**config.mk**
```make
export PLATFORM = sky130hd
export DESIGN_NAME = lsb_123_stego_embed_extract
export DESIGN_NICKNAME = d
export VERILOG_FILES = /design/src/rtl/lsb123_pkg.sv /design/src/rtl/lsb123_front.sv /design/src/rtl/lsb123_queue.sv /design/src/rtl/lsb123_back.sv /design/src/rtl/lsb_123_stego_embed_extract.sv
export SDC_FILE = /design/constraint.sdc
export NUM_CORES = 1
export LEC_CHECK = 0
export BUFFER_PORTS_ARGS = -buffer_cell sky130_fd_sc_hd__buf_2
export CAP_MARGIN = 20
export CORE_ASPECT_RATIO = 1.75
export CORE_MARGIN = 2
export CORE_UTILIZATION = 30
export CTS_BUF_LIST = sky130_fd_sc_hd__clkbuf_4 sky130_fd_sc_hd__clkbuf_8
export DETAILED_ROUTE_END_ITERATION = 8
export PLACE_DENSITY = 0.56
export SLEW_MARGIN = 5
export SYNTH_ARGS = -nofsm -noshare
export SYNTH_HDL_FRONTEND = slang
export SYNTH_SLANG_ARGS = --single-unit
```
**constraint.sdc**
```tcl
create_clock -name clock -period 12.3 [get_ports clock]
set_input_delay 1.23 -clock clock [delete_from_list [all_inputs] [get_ports clock]]
set_output_delay 1.23 -clock clock [all_outputs]
set_load 0.05 [all_outputs]
```
**src/rtl/lsb123_pkg.sv**
```systemverilog
// shared types and constants for the rgb 1-2-3 low-bit embed / extract block
// no dependencies; imported by every module under rtl

package lsb123_pkg;

   // operating mode held in the one control register
   typedef enum logic {
      MODE_EMBED   = 1'b0,
      MODE_EXTRACT = 1'b1
   } mode_type;

   // what an input item carries
   typedef enum logic {
      KIND_MESSAGE = 1'b0,
      KIND_CARRIER = 1'b1
   } kind_type;

   localparam int REQ_DATA_W = 8;
   localparam int RSP_DATA_W = 16;

   // end marker characters
   localparam logic [7:0] MARK_EQ    = 8'h3D; // =
   localparam logic [7:0] MARK_LT    = 8'h3C; // <
   localparam logic [7:0] MARK_E     = 8'h45; // E
   localparam logic [7:0] MARK_N     = 8'h4E; // N
   localparam logic [7:0] MARK_D     = 8'h44; // D
   localparam logic [7:0] MARK_BANG  = 8'h21; // !
   localparam logic [7:0] MARK_GT    = 8'h3E; // >

   // classified item travelling from front to back
   typedef struct packed {
      kind_type   kind;
      logic [7:0] data;
      logic       last;
   } item_type;

   // one result item
   typedef struct packed {
      logic [7:0] out_byte;
      logic       is_message;
      logic       wants_message;
      logic       end_found;
   } result_type;

   // back-end status seen by the top level
   typedef struct packed {
      logic [3:0] bit_count;
      logic       finished;
   } back_status_type;

endpackage

```
**src/rtl/lsb123_front.sv**
```systemverilog
// front end: accepts request transfers and classifies them into queue items
// depends on lsb123_pkg; feeds lsb123_queue

module lsb123_front (
   input  logic                  req_tvalid,
   output logic                  req_tready,
   input  logic [7:0]            req_tdata,
   input  logic                  req_tuser,
   input  logic                  req_tlast,
   input  lsb123_pkg::mode_type  mode,
   input  logic                  queue_full,
   output logic                  push,
   output lsb123_pkg::item_type  push_item
);
   import lsb123_pkg::*;

   logic accept;
   logic keep;

   assign req_tready = !queue_full;
   assign accept     = req_tvalid && req_tready;

   // message bytes mean nothing while extracting, so they are dropped here
   always_comb begin
      keep = 1'b1;
      if (kind_type'(req_tuser) == KIND_MESSAGE && mode == MODE_EXTRACT) begin
         keep = 1'b0;
      end
   end

   assign push           = accept && keep;
   assign push_item.kind = kind_type'(req_tuser);
   assign push_item.data = req_tdata;
   assign push_item.last = req_tlast;

endmodule

```
**src/rtl/lsb123_queue.sv**
```systemverilog
// two-entry item queue between front and back ends
// depends on lsb123_pkg for the item type

module lsb123_queue (
   input  logic                  clock,
   input  logic                  reset,
   input  logic                  push,
   input  lsb123_pkg::item_type  push_item,
   output logic                  full,
   input  logic                  pop,
   output logic                  head_valid,
   output lsb123_pkg::item_type  head_item
);
   import lsb123_pkg::*;

   item_type   entry_ff [2];
   logic       wr_ptr_ff, wr_ptr_in;
   logic       rd_ptr_ff, rd_ptr_in;
   logic [1:0] count_ff,  count_in;
   logic       do_push, do_pop;

   assign full       = (count_ff == 2'd2);
   assign head_valid = (count_ff != 2'd0);
   assign head_item  = entry_ff[rd_ptr_ff];
   assign do_push    = push && !full;
   assign do_pop     = pop && head_valid;

   always_comb begin
      wr_ptr_in = wr_ptr_ff ^ do_push;
      rd_ptr_in = rd_ptr_ff ^ do_pop;
      count_in  = count_ff;
      if (do_push && !do_pop) begin
         count_in = count_ff + 2'd1;
      end else if (!do_push && do_pop) begin
         count_in = count_ff - 2'd1;
      end
   end

   always_ff @(posedge clock) begin
      if (reset) begin
         wr_ptr_ff <= 1'b0;
         rd_ptr_ff <= 1'b0;
         count_ff  <= 2'd0;
      end else begin
         wr_ptr_ff <= wr_ptr_in;
         rd_ptr_ff <= rd_ptr_in;
         count_ff  <= count_in;
      end
   end

   always_ff @(posedge clock) begin
      if (do_push) begin
         entry_ff[wr_ptr_ff] <= push_item;
      end
   end

endmodule

```
**src/rtl/lsb123_back.sv**
```systemverilog
// back end: bit buffer, channel phase, marker tracking and the result register
// depends on lsb123_pkg; pops items from lsb123_queue

module lsb123_back #(
   parameter int END_RUN = 8
) (
   input  logic                        clock,
   input  logic                        reset,
   input  logic                        clear,
   input  lsb123_pkg::mode_type        mode,
   input  logic                        head_valid,
   input  lsb123_pkg::item_type        head_item,
   output logic                        pop,
   output logic                        rsp_valid,
   input  logic                        rsp_ready,
   output lsb123_pkg::result_type      rsp,
   output lsb123_pkg::back_status_type status
);
   import lsb123_pkg::*;

   logic [9:0] bit_buffer_ff,   bit_buffer_in;
   logic [3:0] bit_count_ff,    bit_count_in;
   logic [1:0] phase_ff,        phase_in;
   logic       message_over_ff, message_over_in;
   logic [3:0] marker_run_ff,   marker_run_in;
   logic       finished_ff,     finished_in;
   logic       rsp_valid_ff,    rsp_valid_in;
   result_type rsp_ff,          rsp_in;

   logic       res_valid;
   result_type res;

   function automatic logic [1:0] bits_for_phase(input logic [1:0] phase);
      logic [1:0] n;
      case (phase)
         2'd0:    n = 2'd1;
         2'd1:    n = 2'd2;
         default: n = 2'd3;
      endcase
      return n;
   endfunction

   function automatic logic [9:0] low_mask(input logic [3:0] cnt);
      logic [9:0] m;
      for (int i = 0; i < 10; i++) begin
         m[i] = (4'(i) < cnt);
      end
      return m;
   endfunction

   function automatic logic is_marker(input logic [7:0] b);
      return b == MARK_EQ || b == MARK_LT || b == MARK_E || b == MARK_N ||
             b == MARK_D || b == MARK_BANG || b == MARK_GT;
   endfunction

   assign pop = head_valid && (!rsp_valid_ff || rsp_ready);

   always_comb begin
      logic [9:0] buf_v;
      logic [3:0] cnt_v;
      logic [3:0] idx_v;
      logic [7:0] byte_v;
      logic [9:0] shifted_v;
      logic [1:0] need_v;
      logic [1:0] phase_next_v;
      logic       fin_v;
      logic [3:0] run_v;

      bit_buffer_in   = bit_buffer_ff;
      bit_count_in    = bit_count_ff;
      phase_in        = phase_ff;
      message_over_in = message_over_ff;
      marker_run_in   = marker_run_ff;
      finished_in     = finished_ff;
      res_valid       = 1'b0;
      res             = '0;

      buf_v        = bit_buffer_ff;
      cnt_v        = bit_count_ff;
      byte_v       = head_item.data;
      idx_v        = '0;
      shifted_v    = '0;
      fin_v        = finished_ff;
      run_v        = marker_run_ff;
      need_v       = bits_for_phase(phase_ff);
      phase_next_v = (phase_ff >= 2'd2) ? 2'd0 : phase_ff + 2'd1;

      if (pop) begin
         if (head_item.kind == KIND_MESSAGE) begin
            // load only while there is room and the message is still open
            if (mode == MODE_EMBED && !message_over_ff && bit_count_ff <= 4'd2) begin
               bit_buffer_in = {bit_buffer_ff[1:0], head_item.data};
               bit_count_in  = bit_count_ff + 4'd8;
               if (head_item.last) begin
                  message_over_in = 1'b1;
               end
            end
         end else if (mode == MODE_EMBED) begin
            // oldest buffered bit goes to bit 0, up to three bits
            for (int j = 0; j < 3; j++) begin
               if (2'(j) < need_v && cnt_v != 4'd0) begin
                  idx_v     = cnt_v - 4'd1;
                  byte_v[j] = buf_v[idx_v];
                  cnt_v     = cnt_v - 4'd1;
               end
            end
            fin_v           = finished_ff | (message_over_ff & (cnt_v == 4'd0));
            bit_buffer_in   = buf_v & low_mask(cnt_v);
            bit_count_in    = cnt_v;
            phase_in        = phase_next_v;
            finished_in     = fin_v;
            res_valid       = 1'b1;
            res.out_byte    = byte_v;
            res.is_message  = 1'b0;
            res.wants_message = !message_over_ff &&
                                (cnt_v < {2'b00, bits_for_phase(phase_next_v)});
            res.end_found   = fin_v;
         end else begin
            phase_in = phase_next_v;
            if (!finished_ff) begin
               for (int j = 0; j < 3; j++) begin
                  if (2'(j) < need_v) begin
                     buf_v = {buf_v[8:0], head_item.data[j]};
                     cnt_v = cnt_v + 4'd1;
                  end
               end
               if (cnt_v >= 4'd8) begin
                  shifted_v = buf_v >> (cnt_v - 4'd8);
                  byte_v    = shifted_v[7:0];
                  cnt_v     = cnt_v - 4'd8;
                  buf_v     = buf_v & low_mask(cnt_v);
                  if (is_marker(byte_v)) begin
                     if (run_v != 4'd15) begin
                        run_v = run_v + 4'd1;
                     end
                  end else begin
                     run_v = 4'd0;
                  end
                  fin_v             = (run_v >= 4'(END_RUN));
                  res_valid         = 1'b1;
                  res.out_byte      = byte_v;
                  res.is_message    = 1'b1;
                  res.wants_message = 1'b0;
                  res.end_found     = fin_v;
               end
               bit_buffer_in = buf_v;
               bit_count_in  = cnt_v;
               marker_run_in = run_v;
               finished_in   = fin_v;
            end
         end
      end
   end

   always_comb begin
      rsp_valid_in = rsp_valid_ff;
      rsp_in       = rsp_ff;
      if (pop && res_valid) begin
         rsp_valid_in = 1'b1;
         rsp_in       = res;
      end else if (rsp_ready) begin
         rsp_valid_in = 1'b0;
      end
   end

   always_ff @(posedge clock) begin
      if (reset || clear) begin
         bit_buffer_ff   <= '0;
         bit_count_ff    <= '0;
         phase_ff        <= '0;
         message_over_ff <= 1'b0;
         marker_run_ff   <= '0;
         finished_ff     <= 1'b0;
      end else begin
         bit_buffer_ff   <= bit_buffer_in;
         bit_count_ff    <= bit_count_in;
         phase_ff        <= phase_in;
         message_over_ff <= message_over_in;
         marker_run_ff   <= marker_run_in;
         finished_ff     <= finished_in;
      end
   end

   always_ff @(posedge clock) begin
      if (reset) begin
         rsp_valid_ff <= 1'b0;
      end else begin
         rsp_valid_ff <= rsp_valid_in;
      end
   end

   always_ff @(posedge clock) begin
      rsp_ff <= rsp_in;
   end

   assign rsp_valid        = rsp_valid_ff;
   assign rsp              = rsp_ff;
   assign status.bit_count = bit_count_ff;
   assign status.finished  = finished_ff;

endmodule

```
**src/rtl/lsb_123_stego_embed_extract.sv**
```systemverilog
// top level of the rgb 1-2-3 low-bit embed / extract block
// depends on lsb123_pkg, lsb123_front, lsb123_queue and lsb123_back
//
//   channel  | direction | accepted when           | contents
//   ---------+-----------+-------------------------+----------------------------------
//   req_*    | in        | req_tvalid & req_tready | tdata in_byte, tuser action,
//            |           |                         | tlast last_message_byte
//   rsp_*    | out       | rsp_tvalid & rsp_tready | tdata out_byte, wants_message,
//            |           |                         | tuser is_message, tlast end_found
//   csr_*    | in        | csr_wen                 | csr_wdata mode (0 embed, 1 extract)
//
// one item per cycle sustained while rsp_tready stays high; a carrier result passes
// from its request transfer into the item queue and then into the result register
// reset is synchronous and active high; mode goes to embed and the queue, back-end
// state and result valid clear; a csr write clears only the back-end state as it loads
// the new mode; the two-entry queue lets the front keep taking items while the result
// register waits on rsp_tready; req_tready drops only when the queue is full

module lsb_123_stego_embed_extract #(
   parameter int END_RUN = 8
) (
   input  logic        clock,
   input  logic        reset,
   // request channel
   input  logic        req_tvalid,
   output logic        req_tready,
   input  logic [lsb123_pkg::REQ_DATA_W-1:0] req_tdata,   // [7:0] in_byte
   input  logic        req_tuser,   // [0] action: 0 message byte, 1 carrier byte
   input  logic        req_tlast,   // last_message_byte
   // result channel
   output logic        rsp_tvalid,
   input  logic        rsp_tready,
   // [7:0] out_byte, [8] wants_message, [15:9] zero
   output logic [lsb123_pkg::RSP_DATA_W-1:0] rsp_tdata,
   output logic        rsp_tuser,   // [0] is_message
   output logic        rsp_tlast,   // end_found
   // control register
   input  logic        csr_wen,
   input  logic        csr_wdata    // mode
);
   import lsb123_pkg::*;

   mode_type        mode_ff, mode_in;
   logic            push;
   item_type        push_item;
   logic            queue_full;
   logic            pop;
   logic            head_valid;
   item_type        head_item;
   result_type      rsp;
   back_status_type status;

   // mode register; the user writes it only while the block is idle (not enforced)
   assign mode_in = csr_wen ? mode_type'(csr_wdata) : mode_ff;

   always_ff @(posedge clock) begin
      if (reset) begin
         mode_ff <= MODE_EMBED;
      end else begin
         mode_ff <= mode_in;
      end
   end

   // front: takes transfers and drops message bytes while extracting
   lsb123_front u_front (
      .req_tvalid (req_tvalid),
      .req_tready (req_tready),
      .req_tdata  (req_tdata),
      .req_tuser  (req_tuser),
      .req_tlast  (req_tlast),
      .mode       (mode_ff),
      .queue_full (queue_full),
      .push       (push),
      .push_item  (push_item)
   );

   // short queue decoupling the two halves
   lsb123_queue u_queue (
      .clock      (clock),
      .reset      (reset),
      .push       (push),
      .push_item  (push_item),
      .full       (queue_full),
      .pop        (pop),
      .head_valid (head_valid),
      .head_item  (head_item)
   );

   // back: bit buffer update, marker run and the result register
   lsb123_back #(
      .END_RUN (END_RUN)
   ) u_back (
      .clock      (clock),
      .reset      (reset),
      .clear      (csr_wen),
      .mode       (mode_ff),
      .head_valid (head_valid),
      .head_item  (head_item),
      .pop        (pop),
      .rsp_valid  (rsp_tvalid),
      .rsp_ready  (rsp_tready),
      .rsp        (rsp),
      .status     (status)
   );

   // pack the result fields onto the stream
   assign rsp_tdata = {7'b0000000, rsp.wants_message, rsp.out_byte};
   assign rsp_tuser = rsp.is_message;
   assign rsp_tlast = rsp.end_found;

   // the front never pushes into a full queue
   a_no_overflow: assert property (@(posedge clock) disable iff (reset)
      !(push && queue_full))
      else $error("item pushed into full queue");

   // the bit buffer never holds more than ten bits
   a_count_range: assert property (@(posedge clock) disable iff (reset)
      status.bit_count <= 4'd10)
      else $error("bit count out of range");

   // an extracted byte never asks for a message byte
   a_extract_no_want: assert property (@(posedge clock) disable iff (reset)
      rsp_tvalid && rsp_tuser |-> !rsp_tdata[8])
      else $error("extract result asks for message");

   // the finished flag stays set once the block has finished, until a clear
   a_finished_sticky: assert property (@(posedge clock) disable iff (reset)
      status.finished && !csr_wen |=> status.finished)
      else $error("finished flag dropped without clear");

endmodule
```
# Word level (Yosys, flattened, before mapping)
# Memory sizes are Yosys's and may differ from the RTL's. A register that Yosys moved wholly into a read port is not among the register bits.
# Index checks and enable logic that the tools add are counted.
# word_totals
ram_bits	20
word_cells	211
input_bits	16
regBits	39
mem_count	1
# mem_list
name	words	width	rd	rd_ports_with_merged_regs	wr	line	rtl
u_queue.entry_ff	2	10	1	1	1	lsb123_queue.sv:16	item_type entry_ff [2];
# op_classes
n_reduce_logical	43
magnitude_cmp	31
shift	1
eq_ne	12
bitwise_logic	11
n_mux	85
addsub	12
# ops
op	n
$mux 4	39
$mux 10	12
$mux 11	3
$eq 8x6->1 const B	4
$lt 3x4->1 const A	8
$eq 8x7->1 const B	3
$and 10x10->10	2
$mux 1	20
$add 4x1->4 const B	4
$lt 1x4->1 const A	4
$lt 2x4->1 const A	4
$lt 4x4->1 const A	4
$logic_and 1x1->1	15
$lt 4x5->1 const B	3
$bmux 1 s4	3
$mux 2	6
$reduce_bool 4->1	3
$sub 4x1->4 const B	3
$shr 10x4->8	1
$ge 4x4->1 const B	2
$logic_or 1x1->1	8
$pmux 2 s2	2
$reduce_bool 2->1	4
$logic_not 1->1	5
other kinds (24)	33

# Logic depth before layout (Yosys ltp)
# Gate-level depths: netlist of run 1.
# logic_depth
depth_word	39
mapped_depth	20

# Cells and area by module
# A second synthesis of run 1 with hierarchy kept.
# hier_totals
cells_unflattened	573
hier_area_um2	5073.6
# by_module_without_submodules
mod	area_per_inst_um2	instances	cells_each
lsb123_back	3972.6	1	497
lsb123_queue	919.6	1	52
lsb123_front	91.3	1	13
lsb_123_stego_embed_extract	90.1	1	11

# Worst setup path before layout of run 1
# OpenSTA, ideal clock, no wires.
# synth_timing
kind	reg-to-reg
startpoint	register u_back.bit_count_ff[0]
endpoint	register u_back.rsp_ff (netlist bit u_back.rsp[5]) (data pin)
t_arrival_ns	4.515
path_buffers	3
path_stages_with_launch	17
setup_ns	0.277
required_ns	12.023
setup_slack_ns	7.508
cell_sequence	dfxtp_1 buf_2 inv_1 clkbuf_1 ha_1 clkbuf_1 inv_1 o21bai_1 ha_1 inv_1 o41ai_4 mux2_2 ha_1 mux4_2 mux2_2 a2111oi_1 a2111oi_2
# synth_between
elab_chain_len	23
elab_cells_between_ends	44
cone_classes	7 x add/sub; 1 x order compare; 1 x shift; 29 x mux; 6 x reduce/logical
# synth_rtl
element	line	rtl
from (decl)	lsb123_back.sv:22	logic [3:0] bit_count_ff, bit_count_in;
from (signal assigned)	lsb123_back.sv:176	bit_count_ff <= bit_count_in;
$add 4x1->4	lsb123_back.sv:124	cnt_v = cnt_v + 4'd1;
$mux 4	lsb123_back.sv:122	if (2'(j) < need_v) begin
$mux 4	lsb123_back.sv:120	if (!finished_ff) begin
$mux 4	lsb123_back.sv:98	end else if (mode == MODE_EMBED) begin
$mux 4	lsb123_back.sv:89	if (head_item.kind == KIND_MESSAGE) begin
$mux 4	lsb123_back.sv:88	if (pop) begin
$add 4x1->4	lsb123_back.sv:124	
$mux 4	lsb123_back.sv:122	
[7 not listed]	-	
$mux 4	lsb123_back.sv:98	
$mux 4	lsb123_back.sv:89	
$mux 4	lsb123_back.sv:88	
$sub 4x4->4	lsb123_back.sv:128	shifted_v = buf_v >> (cnt_v - 4'd8);
$shr 10x4->8	lsb123_back.sv:128	
$mux 11	lsb123_back.sv:127	if (cnt_v >= 4'd8) begin
$mux 11	lsb123_back.sv:120	
$mux 11 *	lsb123_back.sv:98	
to (signal assigned)	lsb123_back.sv:193	rsp_ff <= rsp_in;
to (decl)	lsb123_back.sv:28	result_type rsp_ff, rsp_in;
# Mark *: on every way between the ends. The rest lies on a longest branch, timed or not. The select of a mux whose other input is x is not followed.
# A chain may end at the register's enable or synchronous reset.

# Final worst setup path of run 1
# layout_timing
startpoint	register u_back.bit_count_ff[0]
endpoint	register u_back.finished_ff
# layout_between
elab_chain_len	37
elab_cells_between_ends	68
cone_classes	7 x add/sub; 2 x order compare; 7 x eq/ne; 1 x shift; 36 x mux; 2 x bitwise; 13 x reduce/logical
# layout_rtl
element	line	rtl
$add 4x1->4	lsb123_back.sv:124	
$mux 4	lsb123_back.sv:122	
$mux 4	lsb123_back.sv:120	
$mux 4	lsb123_back.sv:98	
$mux 4	lsb123_back.sv:89	
$mux 4	lsb123_back.sv:88	
$add 4x1->4	lsb123_back.sv:124	
$mux 4	lsb123_back.sv:122	
[21 not listed]	-	
$mux 4	lsb123_back.sv:120	
$mux 4	lsb123_back.sv:98	
$mux 4	lsb123_back.sv:89	
$mux 4	lsb123_back.sv:88	
$ge 4x4->1	lsb123_back.sv:139	fin_v = (run_v >= 4'(END_RUN));
$mux 1	lsb123_back.sv:127	
$mux 1	lsb123_back.sv:120	
$mux 1 *	lsb123_back.sv:98	
to (signal assigned)	lsb123_back.sv:180	finished_ff <= finished_in;
to (decl)	lsb123_back.sv:26	logic finished_ff, finished_in;
# Marked as above.

==> summary.md, run 1 <==
| Metric | Value |
|---|---|
| Syn Area/Cell | `approximately 8.6 um^2` |
| Ys flop type | `edfxtp_1` |
| Slew Viols, Final | `0` |
| Slew headroom | `0.345` |
| Gr usage total | `0.184` |
| Post-synthesis instance area | `between 0.004 and 0.005 mm^2` |
| P&R area growth vs syn | `8.60%` |
| Worst reg2reg startpoint | `u_back.bit_count_ff[0]$_SDFFE_PP0P_` |
| Yosys top cell area share | `0.191` |
| Lkg Pwr | `approximately 1.9 nW` |
| Crit path to | `u_back.finished_ff$_SDFFE_PP0P_` |
| FF/Latch Area | `~0.0015 mm^2` |
| Setup Skew | `around 0.0096 ns` |
| Peak VDD IR | `~110 uV` |
| Placed Area | `between 0.005 and 0.006 mm^2` |
| Setup violators final | `0` |
| Pre-CTS setup slack | `7.20 ns` |
| 1st-iter DRT viols | `350` |
| IO buf count | `28` |
| Vias | `approximately 4,400` |
| CTS tree | `yes` |
| Pin count of the biggest net entering global routing | `approximately 60` |
| # hold bufs at CTS | `0` |
| Power density cells | `approximately 200 mW/mm^2` |
| Routed wire per std cell | `20.5 um` |
| Critical path arrival | `5.50 ns` |
| Vias in the first global route | `4,396` |
| R2r setup slk | `7.07 ns` |
| Global-route wire length before repair | `roughly 24,000 um` |
| Max cap viols | `0` |
| Worst Setup Slack, final | `about 7 ns` |
| Final WL | `roughly 16,000 um` |
| Final Non-Filler Cells | `760` |
| Num rows | `61` |
| Yosys reg bits | `59` |
| Sequential area share after synthesis | `0.306` |
| GP Congestion | `roughly 0.9` |
| Post-route ant nets | `0` |
| Antenna diodes | `0` |
| Die H | `~170 um` |
| Critical-path maximum fanout | `14` |
| CP Class | `reg2reg` |
| Tcrit/Tclk final | `0.425` |
| Synth top area cells | `edfxtp_1 (19%), dfxtp_1 (12%), mux2i_1 (4.9%), a21oi_1 (4.0%), nand2_1 (3.9%)` |
| Share of cells above drive strength 1 | `0.166` |
| FILL cells | `around 1,700` |
| Gate Count Post-Synth | `565` |
| Startpoint Class | `flip-flop` |
| Die area | `0.0173 mm^2` |
| Final hold vios | `0` |
| Initial core utilization | `0.307` |
| Min-Delay Path Class | `reg2reg` |
| Cts repair resizes | `0` |
| Synth area leader | `edfxtp_1` |
| Register-to-Register Path Depth | `15` |
| Num CTS Buffers | `9` |
| Crit path from | `u_back.bit_count_ff[0]$_SDFFE_PP0P_` |
| Count of clock tree sinks | `between 50 and 60` |
| Clk_lat worst skew | `roughly 0.35 ns` |
| Post-CTS repair timing setup buffer count | `0` |
| Most frequent cells after synthesis | `nand2_1 (50), a21oi_1 (39), nor2_1 (39), o21ai_0 (34), edfxtp_1 (31)` |
| Drt via density | `around 5.8` |
| Drt drc | `0` |
| Yosys cell types | `a little over 90` |
| WP data required | `between 10 and 15 ns` |
| Io pins | `36` |
| Die Wd | `~100 um` |
| Tmin final | `about 5.2 ns` |
| Fmax | `191 MHz` |
| CP Capture Type | `flip-flop` |
| Hold_ws | `a little over 0.5 ns` |
| Most frequent cell after synthesis | `nand2_1` |
| Setup TNS | `0 ns` |
| Post-synth EDFFs | `31` |
| Status | `finished clean` |
| DP HPWL | `between 10,000 and 15,000 um` |
| NumNets Final | `approximately 600` |
| Initial antenna violation count | `0` |
| Dpl cells | `roughly 750` |
| Root Buffer | `clkbuf_8` |
| Critical R2R Capture | `u_back.finished_ff$_SDFFE_PP0P_` |
| Synthesis Warnings | `0` |
| Least-Margin Pin Slew | `~0.98 ns` |
| Total congestion overflow | `0` |
| Core ar. | `0.0159 mm^2` |
| Async S/R FF share, synth | `0` |
| Pre-Repair DR Iteration Count | `6` |
| Multi-input logic area | `0.00308 mm^2` |
| H-tree depth | `3` |
| Clock Tree Buf Depth | `2` |
| Clock slew seen by the registers of the worst setup and hold paths | `~0.07 ns` |
| Final Util | `0.333` |
| Total Power | `1.09 mW` |
| Fin area | `approximately 0.0053 mm^2` |
| RSZ-0062 raised after global routing | `false` |
## power by group
part	internal (mW)	switching, mW	leakage (nW)
Clock	0.115	0.0775	0.102
Sequential	0.246	0.0367	0.518
Combinational	0.206	0.409	1.25
## metal layers
| layer | vias up | share of wire | global-route usage |
|---|---|---|---|
| li1 | 2121 | - | - |
| met1 | 2095 | 0.36 | 0.196 |
| met2 | 165 | 0.53 | 0.328 |
| met3 | 51 | 0.035 | 0.0194 |
| met4 | 0 | 0.073 | 0.131 |
| met5 | - | 0 | 0 |
## area by class of cell
type / count / share of cell area
multi-input cells: 441 / 0.583
flip-flops and latches: 59 / 0.282
well taps: 189 / 0.0447
repair buffers: 34 / 0.0350
clock buffers: 10 / 0.0248
inverters: 22 / 0.0156
clock inverters: 5 / 0.0151
## sequential cells by signal, indices dropped and copies added, names as in the netlist, 2 cells and up
register / flops
u_back.marker_run_ff: 4
u_back.phase_ff: 2
u_back.rsp: 11
u_back.bit_count_ff: 4
u_queue.entry_ff: 20
u_back.bit_buffer_ff: 10
u_queue.count_ff: 2
## cells by family (layout without fill, tap and decap cells)
| kind of cell | Yosys count | after routing | synth area share |
|---|---|---|---|
| simple gates | 175 | 175 | 0.186 |
| xor+xnor | 17 | 17 | 0.0321 |
| buf+inv | 71 | 71 | 0.0655 |
| other cells | 1 | 7 | 0.000770 |
| compound gates | 183 | 183 | 0.261 |
| fa+ha+maj | 14 | 14 | 0.0360 |
| mux | 45 | 45 | 0.112 |
| flops | 59 | 59 | 0.306 |
## layout by cell type, fill, tap and decap left out, types with 14 or more instances in the layout
master and instances:
a21oi_1 39, buf_2 28, dfxtp_1 28, edfxtp_1 31
ha_1 14, inv_1 17, mux2i_1 24, nand2_1 50
nor2_1 39, o21ai_0 34
## critical path, stage by stage, from the launching register on
cell and delay (ns):
dfxtp_1 0.31, inv_1 0.37, ha_1 0.35, nor4b_1 0.48, o21bai_1 0.26, ha_1 0.28
inv_1 0.10, o41ai_4 0.56, mux2_2 0.42, ha_1 0.25, or3_1 0.39, o31ai_1 0.23
a32oi_1 0.20, nor3b_1 0.56, o31ai_2 0.13, a211oi_2 0.24
## how the worst min path moves through the flow
stage                     cells past startpoint                             start                               end
after detailed placement                      2     u_back.rsp_valid$_SDFFE_PP0P_     u_back.rsp_valid$_SDFFE_PP0P_
after floorplan                               2  u_queue.count_ff[1]$_SDFFE_PP0P_  u_queue.count_ff[1]$_SDFFE_PP0P_
after CTS                                     2     u_back.rsp_valid$_SDFFE_PP0P_     u_back.rsp_valid$_SDFFE_PP0P_
after global placement                        2  u_queue.count_ff[1]$_SDFFE_PP0P_  u_queue.count_ff[1]$_SDFFE_PP0P_
final                                         2     u_back.rsp_valid$_SDFFE_PP0P_     u_back.rsp_valid$_SDFFE_PP0P_
after global routing                          2     u_back.rsp_valid$_SDFFE_PP0P_     u_back.rsp_valid$_SDFFE_PP0P_
No activity file was read; power rests on OpenSTA's default activity.
==> run 2, diff against run 1 <==
clock period = 5.2 ns   (was 12.3 ns; I/O delays follow)
==> run 2 against run 1 <==
Effect of this change:
- routed wire length up 0.79%
- die area unchanged
- core utilization up 0.21 points
- clock-buffer cell count up 2
- via count up 4.2%
- global-route usage down 0.29 points
- critical endpoint unchanged
- largest cell class unchanged
==> summary.md, run 2 (synthesis results as in run 1) <==
| Metric | Value |
|---|---|
| Tcrit/Tclk final | `0.939 (+0.514)` |
| Slew headroom | `0.362 (+0.0176)` |
| Post-route ant nets | `0 (unchanged)` |
| IO buf count | `28 (unchanged)` |
| Critical-path maximum fanout | `6 (-8)` |
| Drt drc | `0 (unchanged)` |
| CP Capture Type | `flip-flop` |
| Io pins | `36 (unchanged)` |
| GP Congestion | `0.916 (+0.17%)` |
| Gr usage total | `0.181 (-0.00295)` |
| Cts repair resizes | `0 (unchanged)` |
| Routed wire per std cell | `20.6 um (+0.13%)` |
| Root Buffer | `clkbuf_8` |
| NumNets Final | `601 (+0.67%)` |
| Post-CTS repair timing setup buffer count | `0 (unchanged)` |
| Clock Tree Buf Depth | `2 (unchanged)` |
| Num CTS Buffers | `9 (unchanged)` |
| Pre-CTS setup slack | `0.296 ns (-6.90 ns)` |
| Initial core utilization | `0.307 (unchanged)` |
| Peak VDD IR | `305 uV (+180%)` |
| Least-Margin Pin Slew | `0.956 ns (-0.0264 ns)` |
| Most common cell after layout, fill and taps aside | `nand2_1` |
| Pre-Repair DR Iteration Count | `5 (-1)` |
| Reg with most FFs | `u_queue.entry_ff` |
| Final WL | `15,700 um (+0.79%)` |
| P&R area growth vs syn | `9.30%` |
| CTS tree | `yes` |
| R2r setup slk | `0.32 ns (-6.76 ns)` |
| Initial antenna violation count | `0 (unchanged)` |
| Setup Skew | `0.0119 ns (+0.00235 ns)` |
| RSZ-0062 raised after global routing | `false` |
| Num rows | `61 (unchanged)` |
| H-tree depth | `3 (unchanged)` |
| Highest-count cells in the layout ignoring fill and taps | `nand2_1 (50), a21oi_1 (39), nor2_1 (39)` |
| Hold_ws | `0.357 ns (-0.156 ns)` |
| Final hold vios | `0 (unchanged)` |
| Max cap viols | `0 (unchanged)` |
| Power density cells | `485 mW/mm^2 (+140%)` |
| Lkg Pwr | `1.89 nW (+1.3%)` |
| Vias in the first global route | `4,430 (+0.77%)` |
| CP Class | `reg2reg` |
| DP HPWL | `11,700 um (-0.63%)` |
| Setup violators final | `0 (unchanged)` |
| Share of cells above drive strength 1 | `0.175 (+0.00897)` |
| Critical path arrival | `5.15 ns (-0.35 ns)` |
| Min-Delay Path Class | `in2reg` |
| Worst Setup Slack, final | `0.316 ns (-6.76 ns)` |
| Setup TNS | `0 ns (unchanged)` |
| Total congestion overflow | `0 (unchanged)` |
| 1st-iter DRT viols | `453 (+29%)` |
| Fmax | `205 MHz (+7.1%)` |
| Vias | `4,618 (+4.2%)` |
| Antenna diodes | `0 (unchanged)` |
| Max reg flops | `20 (unchanged)` |
| WP data required | `5.47 ns (-7.10 ns)` |
| Pin count of the biggest net entering global routing | `41 (-31%)` |
| Die H | `173 um (unchanged)` |
| Tmin final | `4.88 ns (-0.344 ns)` |
| Slew Viols, Final | `0 (unchanged)` |
| Core ar. | `0.0159 mm^2 (unchanged)` |
| Drt via density | `6.04 (+3.5%)` |
| Startpoint Class | `flip-flop` |
| Status | `finished clean` |
| Die Wd | `100 um (unchanged)` |
| Global-route wire length before repair | `24,400 um (-0.39%)` |
| Clock slew seen by the registers of the worst setup and hold paths | `0.08 ns (about the same)` |
| Die area | `0.0173 mm^2 (unchanged)` |
| Clk_lat worst skew | `0.35 ns (about the same)` |
| # hold bufs at CTS | `0 (unchanged)` |
| Count of clock tree sinks | `59 (unchanged)` |
## run 2: cell count changes in the layout (fill, tap and decap cells not counted)
cell       delta
buf_4         +4
clkbuf_8      +2
bufinv_16     -1
nor4b_1       -1
nor4b_2       +1
## run 2: critical path: stages, from the launching register on
cell	delay, ns
dfxtp_1	0.38
inv_1	0.15
ha_1	0.28
nor4b_2	0.34
o21bai_1	0.24
ha_1	0.29
inv_1	0.11
o41ai_4	0.57
mux2_2	0.42
ha_1	0.26
or3_1	0.39
o31ai_1	0.21
a32oi_1	0.20
nor3b_1	0.59
o31ai_2	0.14
a211oi_2	0.23
## run 2: final cells by class
class,instances,area [um^2]
Clock buffer,12,159
Sequential cell,59,1490
Timing Repair Buffer,38,215
Clock inverter,4,50.0
Fill cell,1669,10600
Tap cell,189,236
Inverter,22,82.6
Multi-Input combinational cell,441,3090
## run 2: metrics by stage
step	utilization	instance area [um^2]	cells	total power [mW]
5_1_grt	0.335	5330	765	2.74
4_1_cts	0.335	5320	765	2.57
6_report	0.335	5330	765	2.58
3_5_place_dp	0.322	5110	749	2.11
3_3_place_gp	0.322	5110	749	2.10
2_1_floorplan	-	4890	571	1.73
## run 2: per-layer routing
layer  vias up  track usage  routed length [um]
met2       254        0.323                8060
met3        72       0.0303                 944
met5         -            0                   0
met4         0        0.132                1290
met1      2160        0.185                5440
li1       2132            -                   -
## run 2: power by group
group	switching [mW]	internal (mW)	leakage, nW	total (mW)
combinational	0.968	0.496	1.27	1.46
sequential	0.0896	0.581	0.518	0.671
clock	0.195	0.252	0.102	0.447
total	1.25	1.33	1.89	2.58
## run 2: final timing paths
path	from	end	cells after the start
worst min-delay path	req_tdata[0]	u_queue.entry_ff[0][1]$_DFFE_PP_	1
worst max register to register	u_back.bit_count_ff[1]$_SDFFE_PP0P_	u_back.finished_ff$_SDFFE_PP0P_	15
worst min register to register	u_back.rsp_valid$_SDFFE_PP0P_	u_back.rsp_valid$_SDFFE_PP0P_	2
worst max-delay path	u_back.bit_count_ff[1]$_SDFFE_PP0P_	u_back.finished_ff$_SDFFE_PP0P_	15
